--- src/rtl/polyphase_sinc_resampler_top_assert.svh ---
// Assertion macros for the polyphase sinc resampler.
// Included by the top level; no other dependencies.
`ifndef POLYPHASE_SINC_RESAMPLER_TOP_ASSERT_SVH
`define POLYPHASE_SINC_RESAMPLER_TOP_ASSERT_SVH

// Same-cycle implication, disabled in reset.
`define PSSR_ASSERT_SAME(label, clk, rst_n, ante, cons) \
    label: assert property (@(posedge clk) disable iff (!(rst_n)) (ante) |-> (cons)) \
        else $error("pssr assertion failed");

// Next-cycle implication, disabled in reset.
`define PSSR_ASSERT_NEXT(label, clk, rst_n, ante, cons) \
    label: assert property (@(posedge clk) disable iff (!(rst_n)) (ante) |=> (cons)) \
        else $error("pssr assertion failed");

`endif

--- src/rtl/pssr_pkg.sv ---
// Shared constants, types and codes of the polyphase sinc resampler.
// No dependencies.
package pssr_pkg;

    localparam int TAPS       = 64;
    localparam int PHASE_BITS = 12;
    localparam int MAX_RUN    = 4;

    localparam int TAP_W   = $clog2(TAPS);
    localparam int FILL_W  = $clog2(TAPS / 2 + 1);
    localparam int RUN_W   = $clog2(MAX_RUN + 1);

    localparam int COEF_AW     = 18;
    localparam int COEF_DEPTH  = TAPS << PHASE_BITS;
    localparam int COEF_RAM_AW = $clog2(COEF_DEPTH);

    localparam int SAMPLE_W = 16;
    localparam int WIN_W    = 17;
    localparam int COEF_W   = 18;
    localparam int PROD_W   = WIN_W + COEF_W;
    localparam int ACC_W    = PROD_W + TAP_W + 1;
    localparam int OUT_W    = 41;
    localparam int PEAK_W   = 40;

    localparam int FRAC_W  = 32;
    localparam int ACCUM_W = 35;
    localparam int STEP_W  = 34;
    localparam int MODE_W  = 2;
    localparam int CMD_W   = 2;

    localparam int IN_DATA_W  = 72;
    localparam int IN_USER_W  = CMD_W;
    localparam int OUT_DATA_W = 88;
    localparam int CFG_IDX_W  = 1;
    localparam int CFG_DATA_W = STEP_W;

    localparam logic [CMD_W-1:0] CMD_LOAD    = 2'd0;
    localparam logic [CMD_W-1:0] CMD_PUSH    = 2'd1;
    localparam logic [CMD_W-1:0] CMD_RESTART = 2'd2;

    localparam logic [MODE_W-1:0] MODE_LEFT  = 2'd0;
    localparam logic [MODE_W-1:0] MODE_RIGHT = 2'd1;
    localparam logic [MODE_W-1:0] MODE_MIX   = 2'd2;

    localparam logic [CFG_IDX_W-1:0] CFG_MODE = 1'd0;
    localparam logic [CFG_IDX_W-1:0] CFG_STEP = 1'd1;

    typedef enum logic [2:0] {
        S_IDLE,
        S_START,
        S_MAC,
        S_WAIT,
        S_PUSH
    } t_state;

    typedef struct packed {
        logic vld;
        logic first;
        logic last;
    } t_mac_ctl;

endpackage

--- src/rtl/pssr_mac.sv ---
// Registered multiplier and accumulator with output saturation.
// Depends on pssr_pkg.
module pssr_mac (
    input  logic                               i_clk,
    input  logic                               i_rst_n,
    input  pssr_pkg::t_mac_ctl                 i_ctl,
    input  logic signed [pssr_pkg::WIN_W-1:0]  i_sample,
    input  logic signed [pssr_pkg::COEF_W-1:0] i_coef,
    output logic                               o_done,
    output logic signed [pssr_pkg::OUT_W-1:0]  o_result
);
    import pssr_pkg::*;

    t_mac_ctl                  r_ctl;
    logic signed [PROD_W-1:0]  r_prod;
    logic signed [ACC_W-1:0]   r_acc;
    logic                      r_done;
    logic [ACC_W-OUT_W:0]      hi;

    always_ff @(posedge i_clk) begin
        if (!i_rst_n) begin
            r_ctl  <= '0;
            r_done <= 1'b0;
        end else begin
            r_ctl  <= i_ctl;
            r_done <= r_ctl.vld & r_ctl.last;
        end
    end

    always_ff @(posedge i_clk) begin
        r_prod <= PROD_W'(i_sample * i_coef);
        if (r_ctl.vld) begin
            r_acc <= r_ctl.first ? ACC_W'(r_prod) : r_acc + ACC_W'(r_prod);
        end
    end

    always_comb begin
        hi = r_acc[ACC_W-1:OUT_W-1];
        if ((hi == '0) || (hi == '1)) begin
            o_result = r_acc[OUT_W-1:0];
        end else if (r_acc[ACC_W-1]) begin
            o_result = {1'b1, {(OUT_W - 1){1'b0}}};
        end else begin
            o_result = {1'b0, {(OUT_W - 1){1'b1}}};
        end
    end

    assign o_done = r_done;
endmodule

--- config.mk ---
export PLATFORM = sky130hd
export DESIGN_NAME = pssr_mac
export DESIGN_NICKNAME = d
export VERILOG_FILES = /design/src/rtl/polyphase_sinc_resampler_top_assert.svh /design/src/rtl/pssr_pkg.sv /design/src/rtl/pssr_mac.sv
export SDC_FILE = /design/constraint.sdc
export NUM_CORES = 1
export LEC_CHECK = 0
export BUFFER_PORTS_ARGS = -buffer_cell sky130_fd_sc_hd__buf_2
export CORE_MARGIN = 3
export CORE_UTILIZATION = 65
export CTS_CLUSTER_DIAMETER = 150
export DETAILED_ROUTE_END_ITERATION = 12
export PLACE_DENSITY = 0.84
export RECOVER_POWER = 50
export SYNTH_ARGS = -nofsm -noshare
export SYNTH_HDL_FRONTEND = slang
export SYNTH_SLANG_ARGS = --single-unit
export TNS_END_PERCENT = 1
--- constraint.sdc ---
create_clock -name i_clk -period 9.4 [get_ports i_clk]
set_input_delay 1.41 -clock i_clk [delete_from_list [all_inputs] [get_ports i_clk]]
set_output_delay 1.41 -clock i_clk [all_outputs]
set_load 0.005 [all_outputs]
==> reports/results.ini <==
[sta]
finalSetupViolCount = 0
slew_violations = 132
tightest_slew_ns = 3.38
hold_viol_final = 0
rsz0062_at_grt = false
clock_skew_ns = 0.00920
post-route-period-util_pct = 80.3
tns_ns = 0
period_minus_slack_ns = 7.54
maxSlewHeadroom_pct = -126
max_freq_ghz = 0.133

[floorplan]
row_count = 57
die_h_um = 165
core-area_mm2 = 0.0246
io_pins = 82
floorplan.initialDensity_pct = 67.0
die-width_um = 165
die-area_mm2 = 0.0273

[final_layout]
fillers = 1867
final_nets = 2302
layout-drive-gt1-share_pct = 6.08
diodes = 0
syn_to_final_growth_pct = 5.46

[synthesis]
async_reset_ff_share_pct = 0
avgSynthCellArea_um2 = 9.23
yosysMostFrequentCell = inv_1
ys_types = 64
synth_warnings = 0
netlist_area_mm2 = 0.0165
synthTopCellsByArea = fa_1 38%, ha_1 9.9%, inv_1 8.1%
syn_nets = 2269
synth_edf_count = 42
synth_seq_area_share_pct = 12.4
synth_flop_cell = edfxtp_1
ys_top_cells_by_count = 354 x inv_1, 312 x fa_1, 193 x nand2_1, 160 x and2_1, 130 x ha_1
yosysTopAreaCellShare_pct = 37.9
yosysTopAreaCell = fa_1
netlist_instances = 1787
synth-seq-cells = 81

[clock_network]
clock_sinks = 81
htreeDepth = 3
clkTransAtPathRegs_ns = 0.06
max-clock-path-buffers = 2
clkLatencyLatePin_ns = 0.34
root_buffer = clkbuf_16
cts_tree = yes
cts_buffers = 9
ctsResizeCount = 0
postCtsSetupBuffers = 0
postCtsHoldBufs = 0

[detailed_routing]
first_pass_iters = 5
routed-via-count = 12356
drc = 0
wl_per_cell_um = 17.2
drt-total-wl_um = 36900
viasPerCell = 5.75
drtIter0Drc = 817
ant_nets = 0

[setup_path]
endpoint = r_prod[32]
critPathLaunch = i_coef[0]
required_ns = 9.67
reg2reg_slack_ns = 5.33
r2r-start = r_ctl[1]
reg2reg_depth = 4
worstSetupEndpointType = flop
critPathLaunchType = primary input
cp.arrival_ns = 7.81
worstPathMaxFanout = 17
critPathKind = in -> reg
worstReg2RegEnd = r_acc[36]

[place]
numPortBuffers = 81
dp_hpwl_um = 30200
routabilityCongestion = 0.967

[global_routing]
first_global_vias = 12849
grt_pass1_wl_um = 62200
grt.total_usage_pct = 28.5
grt_max_degree = 88
antenna_found_initial = 0
gr-total-overflow = 0

[run_status]
outcome = finished, violations left
failed_checks = capacitance limit, slew limit

[min_path]
holdCritPathClass = reg -> reg

[job]
drv_cap = 2

metal layers:
layer	GRT usage, %	share of wire [%]	up-vias
met5	0	0	-
met4	6.94	1.7	0
met3	4.51	7.7	64
met2	46.8	47	507
met1	40.2	43	6099
li1	-	-	5686
cell families after synthesis:
family | share of synthesized area [%]
xor+xnor | 3.40
compound gates | 12.0
mux | 0.319
buf+inv | 9.45
flops | 12.4
fa+ha+maj | 47.7
simple gates | 14.7
through the flow:
step                      instance area [um2]  util, %  std cells  worst slack, ns  hold WS (ns)
after floorplan                         16500        -       1787             1.90         0.429
after global placement                  17100     69.5       2133             1.79         0.433
after detailed placement                17100     69.5       2133             1.57         0.461
after CTS                               17400     70.7       2149             1.94         0.475
after global routing                    17400     70.7       2149             1.54         0.504
final                                   17400     70.7       2149             1.86         0.478
worst max-delay path, cell delays in order:
cell       delay [ns]
clkbuf_1         0.63
nand2b_1         0.24
fa_1             0.46
fa_1             0.50
inv_1            0.05
fa_1             0.50
fa_1             0.43
fa_1             0.51
inv_1            0.05
fa_1             0.47
inv_1            0.04
ha_1             0.35
a21oi_1          0.15
nor2_1           0.06
a211o_1          0.30
a221oi_2         0.32
a32oi_2          0.20
a2111oi_0        0.54
o21ai_0          0.23
a21oi_1          0.24
xnor2_1          0.13
placed cells by master, fill, tap and decap left out, types with 6 or more instances in the layout:
cell type / count
a211oi_1: 14
a21o_1: 80
a21oi_1: 48
a31oi_1: 9
and2_1: 157
and3_1: 7
buf_2: 77
clkbuf_16: 11
dfxtp_1: 38
edfxtp_1: 42
fa_1: 312
ha_1: 130
inv_1: 354
nand2_1: 193
nand2b_1: 10
nand3_1: 13
nand4_1: 6
nor2_1: 62
nor2b_1: 11
nor3_1: 6
o21a_1: 15
o21ai_0: 63
o21bai_1: 9
xnor2_1: 39
xor2_1: 25
worst min path at each step:
| stage | startpoint | endpoint | slack [ns] | cells past startpoint |
|---|---|---|---|---|
| CTS | r_ctl[0] | o_done | 0.48 | 1 |
| detailed placement | r_ctl[0] | o_done | 0.46 | 1 |
| global placement | r_ctl[0] | o_done | 0.43 | 1 |
| finish | r_ctl[0] | o_done | 0.48 | 1 |
| global route | r_ctl[0] | o_done | 0.50 | 1 |
| floorplan | r_ctl[0] | o_done | 0.43 | 1 |
registers in the layout (all words and copies together) (netlist names):
register	count
r_acc	42
r_ctl	3
r_prod	35
o_done	1
layout make-up:
class | instances | area [um2] | area share, %
repair buffers | 83 | 412 | 2.37
clock buffers | 11 | 275 | 1.58
inverters | 354 | 1330 | 7.64
multi-input cells | 1291 | 12900 | 74.1
well taps | 324 | 405 | 2.33
flip-flops and latches | 81 | 2040 | 11.8
clock inverters | 5 | 32.5 | 0.187
Power is left out: the tool's default activity adds up to more than one toggle a clock period on the data nets, which glitch-free logic cannot reach.
