<file path="src/rtl/polyphase_sinc_resampler_top_assert.svh">
// Assertion macros for the polyphase sinc resampler.
// Included by the top level; no other dependencies.
`ifndef POLYPHASE_SINC_RESAMPLER_TOP_ASSERT_SVH
`define POLYPHASE_SINC_RESAMPLER_TOP_ASSERT_SVH

// Same-cycle implication, disabled in reset.
`define PSSR_ASSERT_SAME(label, clk, rst_n, ante, cons) \
    label: assert property (@(posedge clk) disable iff (!(rst_n)) (ante) |-> (cons)) \
        else $error("pssr assertion failed");

// Next-cycle implication, disabled in reset.
`define PSSR_ASSERT_NEXT(label, clk, rst_n, ante, cons) \
    label: assert property (@(posedge clk) disable iff (!(rst_n)) (ante) |=> (cons)) \
        else $error("pssr assertion failed");

`endif

</file>
<file path="src/rtl/pssr_pkg.sv">
// Shared constants, types and codes of the polyphase sinc resampler.
// No dependencies.
package pssr_pkg;

    localparam int TAPS       = 64;
    localparam int PHASE_BITS = 12;
    localparam int MAX_RUN    = 4;

    localparam int TAP_W   = $clog2(TAPS);
    localparam int FILL_W  = $clog2(TAPS / 2 + 1);
    localparam int RUN_W   = $clog2(MAX_RUN + 1);

    localparam int COEF_AW     = 18;
    localparam int COEF_DEPTH  = TAPS << PHASE_BITS;
    localparam int COEF_RAM_AW = $clog2(COEF_DEPTH);

    localparam int SAMPLE_W = 16;
    localparam int WIN_W    = 17;
    localparam int COEF_W   = 18;
    localparam int PROD_W   = WIN_W + COEF_W;
    localparam int ACC_W    = PROD_W + TAP_W + 1;
    localparam int OUT_W    = 41;
    localparam int PEAK_W   = 40;

    localparam int FRAC_W  = 32;
    localparam int ACCUM_W = 35;
    localparam int STEP_W  = 34;
    localparam int MODE_W  = 2;
    localparam int CMD_W   = 2;

    localparam int IN_DATA_W  = 72;
    localparam int IN_USER_W  = CMD_W;
    localparam int OUT_DATA_W = 88;
    localparam int CFG_IDX_W  = 1;
    localparam int CFG_DATA_W = STEP_W;

    localparam logic [CMD_W-1:0] CMD_LOAD    = 2'd0;
    localparam logic [CMD_W-1:0] CMD_PUSH    = 2'd1;
    localparam logic [CMD_W-1:0] CMD_RESTART = 2'd2;

    localparam logic [MODE_W-1:0] MODE_LEFT  = 2'd0;
    localparam logic [MODE_W-1:0] MODE_RIGHT = 2'd1;
    localparam logic [MODE_W-1:0] MODE_MIX   = 2'd2;

    localparam logic [CFG_IDX_W-1:0] CFG_MODE = 1'd0;
    localparam logic [CFG_IDX_W-1:0] CFG_STEP = 1'd1;

    typedef enum logic [2:0] {
        S_IDLE,
        S_START,
        S_MAC,
        S_WAIT,
        S_PUSH
    } t_state;

    typedef struct packed {
        logic vld;
        logic first;
        logic last;
    } t_mac_ctl;

endpackage

</file>
<file path="src/rtl/pssr_ram.sv">
// Generic simple dual-port RAM, one write and one registered read port.
// No dependencies.
module pssr_ram #(
    parameter int WIDTH = 18,
    parameter int DEPTH = 1024
) (
    input  logic                     i_clk,
    input  logic                     i_we,
    input  logic [$clog2(DEPTH)-1:0] i_waddr,
    input  logic [WIDTH-1:0]         i_wdata,
    input  logic                     i_re,
    input  logic [$clog2(DEPTH)-1:0] i_raddr,
    output logic [WIDTH-1:0]         o_rdata
);
    logic [WIDTH-1:0] mem [DEPTH];
    logic [WIDTH-1:0] r_rdata;

    always_ff @(posedge i_clk) begin
        if (i_we) begin
            mem[i_waddr] <= i_wdata;
        end
    end

    always_ff @(posedge i_clk) begin
        if (i_re) begin
            r_rdata <= mem[i_raddr];
        end
    end

    assign o_rdata = r_rdata;
endmodule

</file>
<file path="src/rtl/pssr_window.sv">
// Sample window: ring buffer in RAM with per-entry valid bits, read by tap age.
// Depends on pssr_pkg and pssr_ram.
module pssr_window (
    input  logic                              i_clk,
    input  logic                              i_rst_n,
    input  logic                              i_clear,
    input  logic                              i_push,
    input  logic signed [pssr_pkg::WIN_W-1:0] i_sample,
    input  logic                              i_rd_en,
    input  logic [pssr_pkg::TAP_W-1:0]        i_tap,
    output logic signed [pssr_pkg::WIN_W-1:0] o_data
);
    import pssr_pkg::*;

    logic [TAP_W-1:0] r_wp, n_wp;
    logic [TAPS-1:0]  r_valid;
    logic             r_rd_valid;
    logic [TAP_W:0]   rd_sum;
    logic [TAP_W-1:0] rd_addr;
    logic [WIN_W-1:0] ram_q;

    // tap 0 is the oldest entry, which sits at the write pointer
    always_comb begin
        rd_sum = {1'b0, r_wp} + {1'b0, i_tap};
        if (rd_sum >= (TAP_W + 1)'(TAPS)) begin
            rd_sum = rd_sum - (TAP_W + 1)'(TAPS);
        end
        rd_addr = rd_sum[TAP_W-1:0];
        n_wp = (r_wp == TAP_W'(TAPS - 1)) ? '0 : r_wp + 1'b1;
    end

    always_ff @(posedge i_clk) begin
        if (!i_rst_n) begin
            r_wp    <= '0;
            r_valid <= '0;
        end else if (i_clear) begin
            r_valid <= '0;
        end else if (i_push) begin
            r_valid[r_wp] <= 1'b1;
            r_wp          <= n_wp;
        end
    end

    always_ff @(posedge i_clk) begin
        if (i_rd_en) begin
            r_rd_valid <= r_valid[rd_addr];
        end
    end

    pssr_ram #(
        .WIDTH(WIN_W),
        .DEPTH(TAPS)
    ) u_ram (
        .i_clk  (i_clk),
        .i_we   (i_push),
        .i_waddr(r_wp),
        .i_wdata(i_sample),
        .i_re   (i_rd_en),
        .i_raddr(rd_addr),
        .o_rdata(ram_q)
    );

    assign o_data = r_rd_valid ? signed'(ram_q) : '0;
endmodule

</file>
<file path="config.mk">
export PLATFORM = sky130hd
export DESIGN_NAME = pssr_window
export DESIGN_NICKNAME = d
export VERILOG_FILES = /design/src/rtl/polyphase_sinc_resampler_top_assert.svh /design/src/rtl/pssr_pkg.sv /design/src/rtl/pssr_ram.sv /design/src/rtl/pssr_window.sv
export SDC_FILE = /design/constraint.sdc
export NUM_CORES = 1
export LEC_CHECK = 0
export BUFFER_PORTS_ARGS = -buffer_cell sky130_fd_sc_hd__clkbuf_2
export CAP_MARGIN = 25
export CORE_ASPECT_RATIO = 0.75
export CORE_MARGIN = 4
export CORE_UTILIZATION = 40
export CTS_CLUSTER_SIZE = 30
export DETAILED_ROUTE_END_ITERATION = 10
export PLACE_DENSITY_LB_ADDON = 0.1
export SLEW_MARGIN = 20
export SYNTH_ARGS = -nofsm -noshare
export SYNTH_HDL_FRONTEND = slang
export SYNTH_SLANG_ARGS = --single-unit
</file>
<file path="constraint.sdc">
create_clock -name i_clk -period 6.7 [get_ports i_clk]
set_input_delay 0.335 -clock i_clk [delete_from_list [all_inputs] [get_ports i_clk]]
set_output_delay 0.335 -clock i_clk [all_outputs]
set_load 0.01 [all_outputs]
</file>
==> metrics.md, run 1 <==
| Metric | Value |
|---|---|
| Inserted Clock Buffers | `between 100 and 150` |
| H-tree levels | `3` |
| Number of instances in the synthesized netlist | `roughly 2200` |
| Commonest cells after routing, fill and taps aside | `sky130_fd_sc_hd__edfxtp_1 (1106), sky130_fd_sc_hd__mux4_2 (288), sky130_fd_sc_hd__nand2_1 (155), sky130_fd_sc_hd__clkbuf_16 (119), sky130_fd_sc_hd__buf_4 (117)` |
| Synth-to-Final Area Change | `14.85%` |
| Share of the cycle needed by the critical path after routing | `0.7763` |
| Uppermost layer routed | `met4` |
| Synthesized area per cell | `20.46 um2` |
| Finished Cell Area | `between 50000 and 60000 um2` |
| Largest net degree at the start of global routing | `a little under 100` |
| Via density per instance | `5.698` |
| Setup repair after global routing missed its margin | `no` |
| Max Buffers Root-to-Sink | `3` |
| Remaining DRCs | `0` |
| Worst-path cell chain | `inv_1 > fa_4 > buf_4 > mux4_2 > and2_1 > a2111oi_0 > a31oi_1 > mux2i_1 > mux2i_1` |
| Setup_tns | `0 ps` |
| Final weighted congestion of routability-driven global placement | `0.7820` |
| Placeable core area | `roughly 110000 um2` |
| Distinct cells, synth | `40` |
| Setup bufs post-CTS | `0` |
| Fraction of registers with async set/reset | `0` |
| Startpoint class of the critical path | `flip-flop` |
| Wire length of the first global-routing pass | `~180 mm` |
| Post-Place Worst Slack | `approximately 1500 ps` |
| Initial core utilization | `0.4030` |
| Type of the most critical hold path | `in2reg` |
| Clock-pin transition on the worst setup and hold timing paths | `60 ps` |
| Clock Latency Late Sink | `between 700 and 800 ps` |
| HPWL after detailed placement | `70.56 mm` |
| Quantity of I/O buffers inserted on ports | `44` |
| Max transition margin | `0.2133` |
| Die W | `about 400 um` |
| Worst-case setup margin in the final layout | `around 1500 ps` |
| Total congestion overflow after global routing | `0` |
| Max-capacitance violation count | `0` |
| Number of antenna violations at the first check in global routing | `6` |
| Utilization of the core after routing | `0.4628` |
| Power density over the cells | `310.3 nW/um2` |
| Top FF cell, synth | `sky130_fd_sc_hd__edfxtp_1` |
| Via Count | `around 23000` |
| Routed length per placed instance | `about 31 um` |
| # clock sinks | `about 1200` |
| Flip-flop and latch count after synthesis | `~1200` |
| Number of synthesized flops with an enable pin | `roughly 1100` |
| Layout cell share with drive strength beyond 1 | `0.2835` |
| Max-slew violation count | `0` |
| Kind of end point of the critical path | `flip-flop` |
| Commonest non-fill, non-tap cell in the layout | `sky130_fd_sc_hd__edfxtp_1` |
| First-pass detailed-route iteration total | `5` |
| Setup-failing EPs final | `0` |
| Final Hold Violating Endpoints | `0` |
| DRC marker count from the first detailed-route iteration | `about 2500` |
| Leakage Power | `between 15 and 20 nW` |
| Clock tree from TritonCTS | `built` |
| Category of cells accounting for the largest share of critical-path delay | `adder cells` |
| Number of rows created at floorplan | `between 100 and 150` |
| Post-synth net total | `2274` |
| Wire length on met2 | `~54 mm` |
| Fraction of the yosys area taken by sequential cells | `0.7557` |
| Number of nets with antenna violations after detailed routing | `0` |
| Result of the run | `finished, final reports clean` |
| Setup skew after layout | `~38 ps` |
| Die height | `between 300 and 400 um` |
| Arrival time worst endpoint | `around 5600 ps` |
| Number of buffers and inverters on the critical path | `2` |
| Fin crit period | `about 5200 ps` |
| Met1 WL | `approximately 60 mm` |
| Final wirelength | `approximately 130 mm` |
| Total track usage | `0.2108` |
| Area after DPL | `just under 50000 um2` |
| Via count of the first global-routing pass | `between 20000 and 25000` |
| Max FO, Critical Path | `40` |
| Critical-path top delay cell | `sky130_fd_sc_hd__fa_4` |
| Req. time, crit path | `around 7100 ps` |
| Detailed route wirelength on metal3 | `a little under 10 mm` |
| Slew at the pin closest to its max-slew limit | `about 1200 ps` |
| Number of hold buffers added after cts | `1` |
| Synthesized cell area | `approximately 46000 um2` |
| Total Nets Final | `between 2000 and 2500` |
| Worst Setup Path Type | `reg2reg` |
| Number of warning messages in the yosys log | `0` |
| Longest individual stage delay on the worst path | `between 1000 and 1500 ps` |
| Full die area | `roughly 120000 um2` |
| Most used cell along the critical path | `sky130_fd_sc_hd__mux2i_1` |
| Fill cell instance count of the final layout | `9538` |
| CTS resizes | `0` |
| Worst vdd ir | `between 0.15 and 0.2 mV` |
| Peak clock frequency supported by timing | `0.1923 GHz` |
| Master cell of the clock root buffer | `sky130_fd_sc_hd__clkbuf_16` |
| Io pins | `between 40 and 50` |
-- area by class of cell --
type,count,area (um2),area share
well taps,1526,1909,0.03630
clock buffers,154,3239,0.06158
multi-input cells,919,10820,0.2058
flip-flops and latches,1176,34610,0.6580
repair buffers,175,1346,0.02559
diodes,5,12.51,0.0002379
clock inverters,60,636.9,0.01211
inverters,6,22.52,0.0004281
-- synth_stat cells (5+ instances only) --
cell type	number	area, um2
sky130_fd_sc_hd__a31oi_1	72	450.4
sky130_fd_sc_hd__and2_0	9	56.30
sky130_fd_sc_hd__buf_6	18	202.7
sky130_fd_sc_hd__nor2b_1	6	37.54
sky130_fd_sc_hd__and2_1	82	513.0
sky130_fd_sc_hd__buf_2	21	105.1
sky130_fd_sc_hd__mux4_2	288	6486
sky130_fd_sc_hd__ha_1	6	75.07
sky130_fd_sc_hd__a2111oi_0	72	630.6
sky130_fd_sc_hd__o21a_1	64	480.5
sky130_fd_sc_hd__edfxtp_1	1106	33210
sky130_fd_sc_hd__clkbuf_1	80	300.3
sky130_fd_sc_hd__nand2_1	155	581.8
sky130_fd_sc_hd__dfxtp_1	70	1401
sky130_fd_sc_hd__buf_4	15	112.6
sky130_fd_sc_hd__mux2i_1	54	540.5
sky130_fd_sc_hd__xor2_1	5	43.79
sky130_fd_sc_hd__inv_1	6	22.52
sky130_fd_sc_hd__nand3_1	7	35.03
sky130_fd_sc_hd__nor2_1	67	251.5
-- per-stage QoR --
step	cells	hold WS [ps]	power [mW]
6_report	4021	145.9	16.32
5_1_grt	4016	160.3	16.90
4_1_cts	4013	118.8	16.48
3_5_place_dp	3798	449.7	9.877
3_3_place_gp	3797	441.1	9.867
2_1_floorplan	2239	433.9	9.182
-- layer usage --
layer	track usage	vias to the layer above
met2	0.2939	723
met1	0.3359	12482
li1	-	9558
met5	0	-
met4	0.04257	0
met3	0.05161	150
-- power by group --
group | internal [mW] | switching, mW | total (mW)
sequential | 8.07 | 0.0182 | 8.09
combinational | 0.637 | 0.985 | 1.62
clock | 3.85 | 2.76 | 6.61
-- final timing paths --
kind	start	to	slack, ps	cells past startpoint
min reg2reg	r_valid[5]	r_valid[5]	460	1
max reg2reg	r_wp[1]	u_ram.o_rdata[0]	1500	9
max	r_wp[1]	u_ram.o_rdata[0]	1500	9
min	i_clear	r_wp[0]	150	4
-- state kept, by name, summed over array words and instances (netlist names) --
| register | flops |
|---|---|
| r_valid | 64 |
| r_rd_valid | 1 |
| r_wp | 6 |
| u_ram.mem | 1088 |
| u_ram.o_rdata | 17 |
-- worst reg2reg max path, stage by stage, from the launching register on --
cell and delay [ps]:
sky130_fd_sc_hd__dfxtp_1 650, sky130_fd_sc_hd__inv_1 220, sky130_fd_sc_hd__fa_4 1430, sky130_fd_sc_hd__buf_4 370, sky130_fd_sc_hd__mux4_2 300, sky130_fd_sc_hd__and2_1 160
sky130_fd_sc_hd__a2111oi_0 890, sky130_fd_sc_hd__a31oi_1 400, sky130_fd_sc_hd__mux2i_1 400, sky130_fd_sc_hd__mux2i_1 120
-- cell families (layout without fill, tap and decap cells) --
logic type / after synthesis / after routing / synth area share
AO/OA/AOI/OAI: 216 / 216 / 0.03519
XOR/XNOR: 10 / 10 / 0.002076
adder cells (fa/ha/maj): 7 / 7 / 0.002076
buffers and inverters: 144 / 395 / 0.01658
flip-flops: 1176 / 1176 / 0.7557
multiplexers: 342 / 342 / 0.1534
other: 0 / 5 / 0
AND/OR/NAND/NOR: 344 / 344 / 0.03494
Note: power is estimated with default switching activity, not from simulation.
==> run 2: changes to the inputs <==
clock period = 5.3 ns   (was 6.7 ns; I/O delays follow)
==> metrics.md, run 2 (synthesized netlist as in run 1, its figures left out) <==
| Metric | Value |
|---|---|
| Via density per instance | `5.748` |
| # clock sinks | `approximately 1200` |
| Commonest non-fill, non-tap cell in the layout | `sky130_fd_sc_hd__edfxtp_1` |
| Total Nets Final | `2463` |
| Number of rows created at floorplan | `107` |
| Die W | `398.7 um` |
| H-tree levels | `3` |
| Worst-path cell chain | `ha_4 > inv_1 > fa_4 > buf_12 > buf_4 > buf_4 > mux4_2 > and2_0 > a2111oi_0 > a31oi_1 > mux2i_1 > mux2i_1` |
| Leakage Power | `~17 nW` |
| Share of total power in combinational logic | `0.100` |
| Final Hold Violating Endpoints | `0` |
| DRC marker count from the first detailed-route iteration | `2325` |
| Worst-case setup margin in the final layout | `~460 ps` |
| Clock Power Share | `0.405` |
| Setup-failing EPs final | `0` |
| Final weighted congestion of routability-driven global placement | `just under 0.8` |
| Fraction of power consumed by sequential logic | `0.495` |
| Die height | `roughly 300 um` |
| Number of antenna violations at the first check in global routing | `3` |
| Power density over the cells | `between 300 and 400 nW/um2` |
| Final wirelength | `128.8 mm` |
| Setup repair after global routing missed its margin | `no` |
| Longest individual stage delay on the worst path | `1020 ps` |
| Endpoint of the most critical register-to-register path | `u_ram.o_rdata[8]` |
| Max-slew violation count | `0` |
| Worst Setup Path Type | `reg2reg` |
| Max transition margin | `0.2613` |
| Commonest cells after routing, fill and taps aside | `sky130_fd_sc_hd__edfxtp_1 (1106), sky130_fd_sc_hd__mux4_2 (288), sky130_fd_sc_hd__nand2_1 (155), sky130_fd_sc_hd__buf_4 (150), sky130_fd_sc_hd__clkbuf_16 (120)` |
| Total congestion overflow after global routing | `0` |
| Remaining DRCs | `0` |
| Clock-pin transition on the worst setup and hold timing paths | `around 60 ps` |
| Worst min-delay path endpoint | `u_ram.mem[33][0]` |
| Clock Latency Late Sink | `720 ps` |
| First-pass detailed-route iteration total | `5` |
| Number of nets with antenna violations after detailed routing | `0` |
| Via count of the first global-routing pass | `about 23000` |
| Max FFs per register | `~1100` |
| Share of the cycle needed by the critical path after routing | `0.9139` |
| Max Buffers Root-to-Sink | `3` |
| Peak clock frequency supported by timing | `a little over 0.2 GHz` |
| Post-Place Worst Slack | `approximately 460 ps` |
| Setup bufs post-CTS | `0` |
| Total track usage | `0.2157` |
| CTS resizes | `0` |
| Master cell of the clock root buffer | `sky130_fd_sc_hd__clkbuf_16` |
| Worst vdd ir | `about 0.24 mV` |
| Clock tree from TritonCTS | `built` |
| Setup_tns | `0 ps` |
| Routed length per placed instance | `31.72 um` |
| Pint | `about 16 mW` |
| Io pins | `between 40 and 50` |
| Arrival time worst endpoint | `roughly 5300 ps` |
| Fin crit period | `around 4800 ps` |
| Synth-to-Final Area Change | `15.24%` |
| Register with the most flip-flops | `u_ram.mem` |
| Switching power | `~4.9 mW` |
| Layout cell share with drive strength beyond 1 | `0.2891` |
| Number of buffers and inverters on the critical path | `4` |
| Startpoint class of the critical path | `flip-flop` |
| Reg2reg setup slack | `about 460 ps` |
| Largest net degree at the start of global routing | `65` |
| Placeable core area | `about 110000 um2` |
| Reg2reg path depth | `12` |
| Max FO, Critical Path | `19` |
| Result of the run | `finished, final reports clean` |
| HPWL after detailed placement | `approximately 76 mm` |
| Req. time, crit path | `between 5000 and 6000 ps` |
| Wire length of the first global-routing pass | `roughly 180 mm` |
| Kind of end point of the critical path | `flip-flop` |
| Inserted Clock Buffers | `~120` |
| Slew at the pin closest to its max-slew limit | `roughly 1100 ps` |
| Start point of the worst min-delay path | `i_sample[0]` |
| Quantity of I/O buffers inserted on ports | `44` |
| Origin of the critical flop-to-flop path | `r_wp[0]` |
| Full die area | `about 120000 um2` |
| Max-capacitance violation count | `0` |
| Number of hold buffers added after cts | `1` |
| Sw Ratio | `0.2361` |
| Type of the most critical hold path | `in2reg` |
| Critical-path top delay cell | `sky130_fd_sc_hd__fa_4` |
| Via Count | `23344` |
| Setup skew after layout | `19.70 ps` |
| Initial core utilization | `0.4030` |
| Category of cells accounting for the largest share of critical-path delay | `adder cells` |
| Worst hold path cell count | `1` |
-- run 2: cell count changes in the layout (fill, tap and decap cells not counted), moves of 4 or more --
| cell | change |
|---|---|
| sky130_fd_sc_hd__clkinv_2 | +11 |
| sky130_fd_sc_hd__buf_4 | +33 |
| sky130_fd_sc_hd__clkinvlp_4 | -4 |
| sky130_fd_sc_hd__nor2_4 | -4 |
| sky130_fd_sc_hd__clkbuf_1 | -5 |
| sky130_fd_sc_hd__a2111oi_2 | -7 |
| sky130_fd_sc_hd__clkinv_1 | +13 |
| sky130_fd_sc_hd__a2111oi_1 | -7 |
| sky130_fd_sc_hd__nor2_2 | +4 |
| sky130_fd_sc_hd__clkbuf_8 | -11 |
| sky130_fd_sc_hd__a2111oi_0 | +16 |
-- run 2: final cells by class --
cell class	count	area [um2]
Antenna cell	3	7.507
Clock buffer	139	3094
Clock inverter	85	810.8
Fill cell	9595	60880
Inverter	6	22.52
Multi-Input combinational cell	919	10730
Sequential cell	1176	34610
Tap cell	1526	1909
Timing Repair Buffer	207	1597
-- run 2: power groups by stage --
stage	logic, mW	registers (mW)	clock network (mW)
finish	2.07	10.3	8.41
global placement	2.08	10.5	0
global route	2.21	10.3	8.99
CTS	2.10	10.3	8.60
floorplan	1.20	10.4	0
detailed placement	2.09	10.5	0
-- run 2: how the worst max path moves through the flow --
stage / to / depth (start not counted) / slack, ps / start
final: u_ram.o_rdata[8] / 12 / 460 / r_wp[0]
after detailed placement: u_ram.o_rdata[8] / 12 / 460 / r_wp[0]
after floorplan: u_ram.o_rdata[5] / 11 / 2400 / r_wp[0]
after CTS: u_ram.o_rdata[8] / 12 / 440 / r_wp[0]
after global routing: u_ram.o_rdata[8] / 12 / 280 / r_wp[0]
after global placement: r_rd_valid / 10 / 340 / r_wp[0]
-- run 2: metal layers --
| metal | GRT usage | vias up | routed length, um |
|---|---|---|---|
| li1 | - | 9640 | - |
| met1 | 0.3416 | 12803 | 61630 |
| met2 | 0.2951 | 749 | 54150 |
| met3 | 0.06241 | 150 | 10590 |
| met4 | 0.04431 | 2 | 2429 |
| met5 | 0 | - | 13 |
-- run 2: per-stage QoR --
| stage | total power [mW] | hold WS [ps] | instance area, um2 | std cells | utilization |
|---|---|---|---|---|---|
| CTS | 20.95 | 51.64 | 52760 | 4057 | 0.4642 |
| floorplan | 11.61 | 363.9 | 45800 | 2239 | - |
| finish | 20.73 | 96.55 | 52780 | 4061 | 0.4644 |
| global placement | 12.53 | 441.6 | 48810 | 3832 | 0.4294 |
| detailed placement | 12.54 | 447.6 | 48840 | 3832 | 0.4297 |
| global route | 21.45 | 86.87 | 52770 | 4058 | 0.4643 |
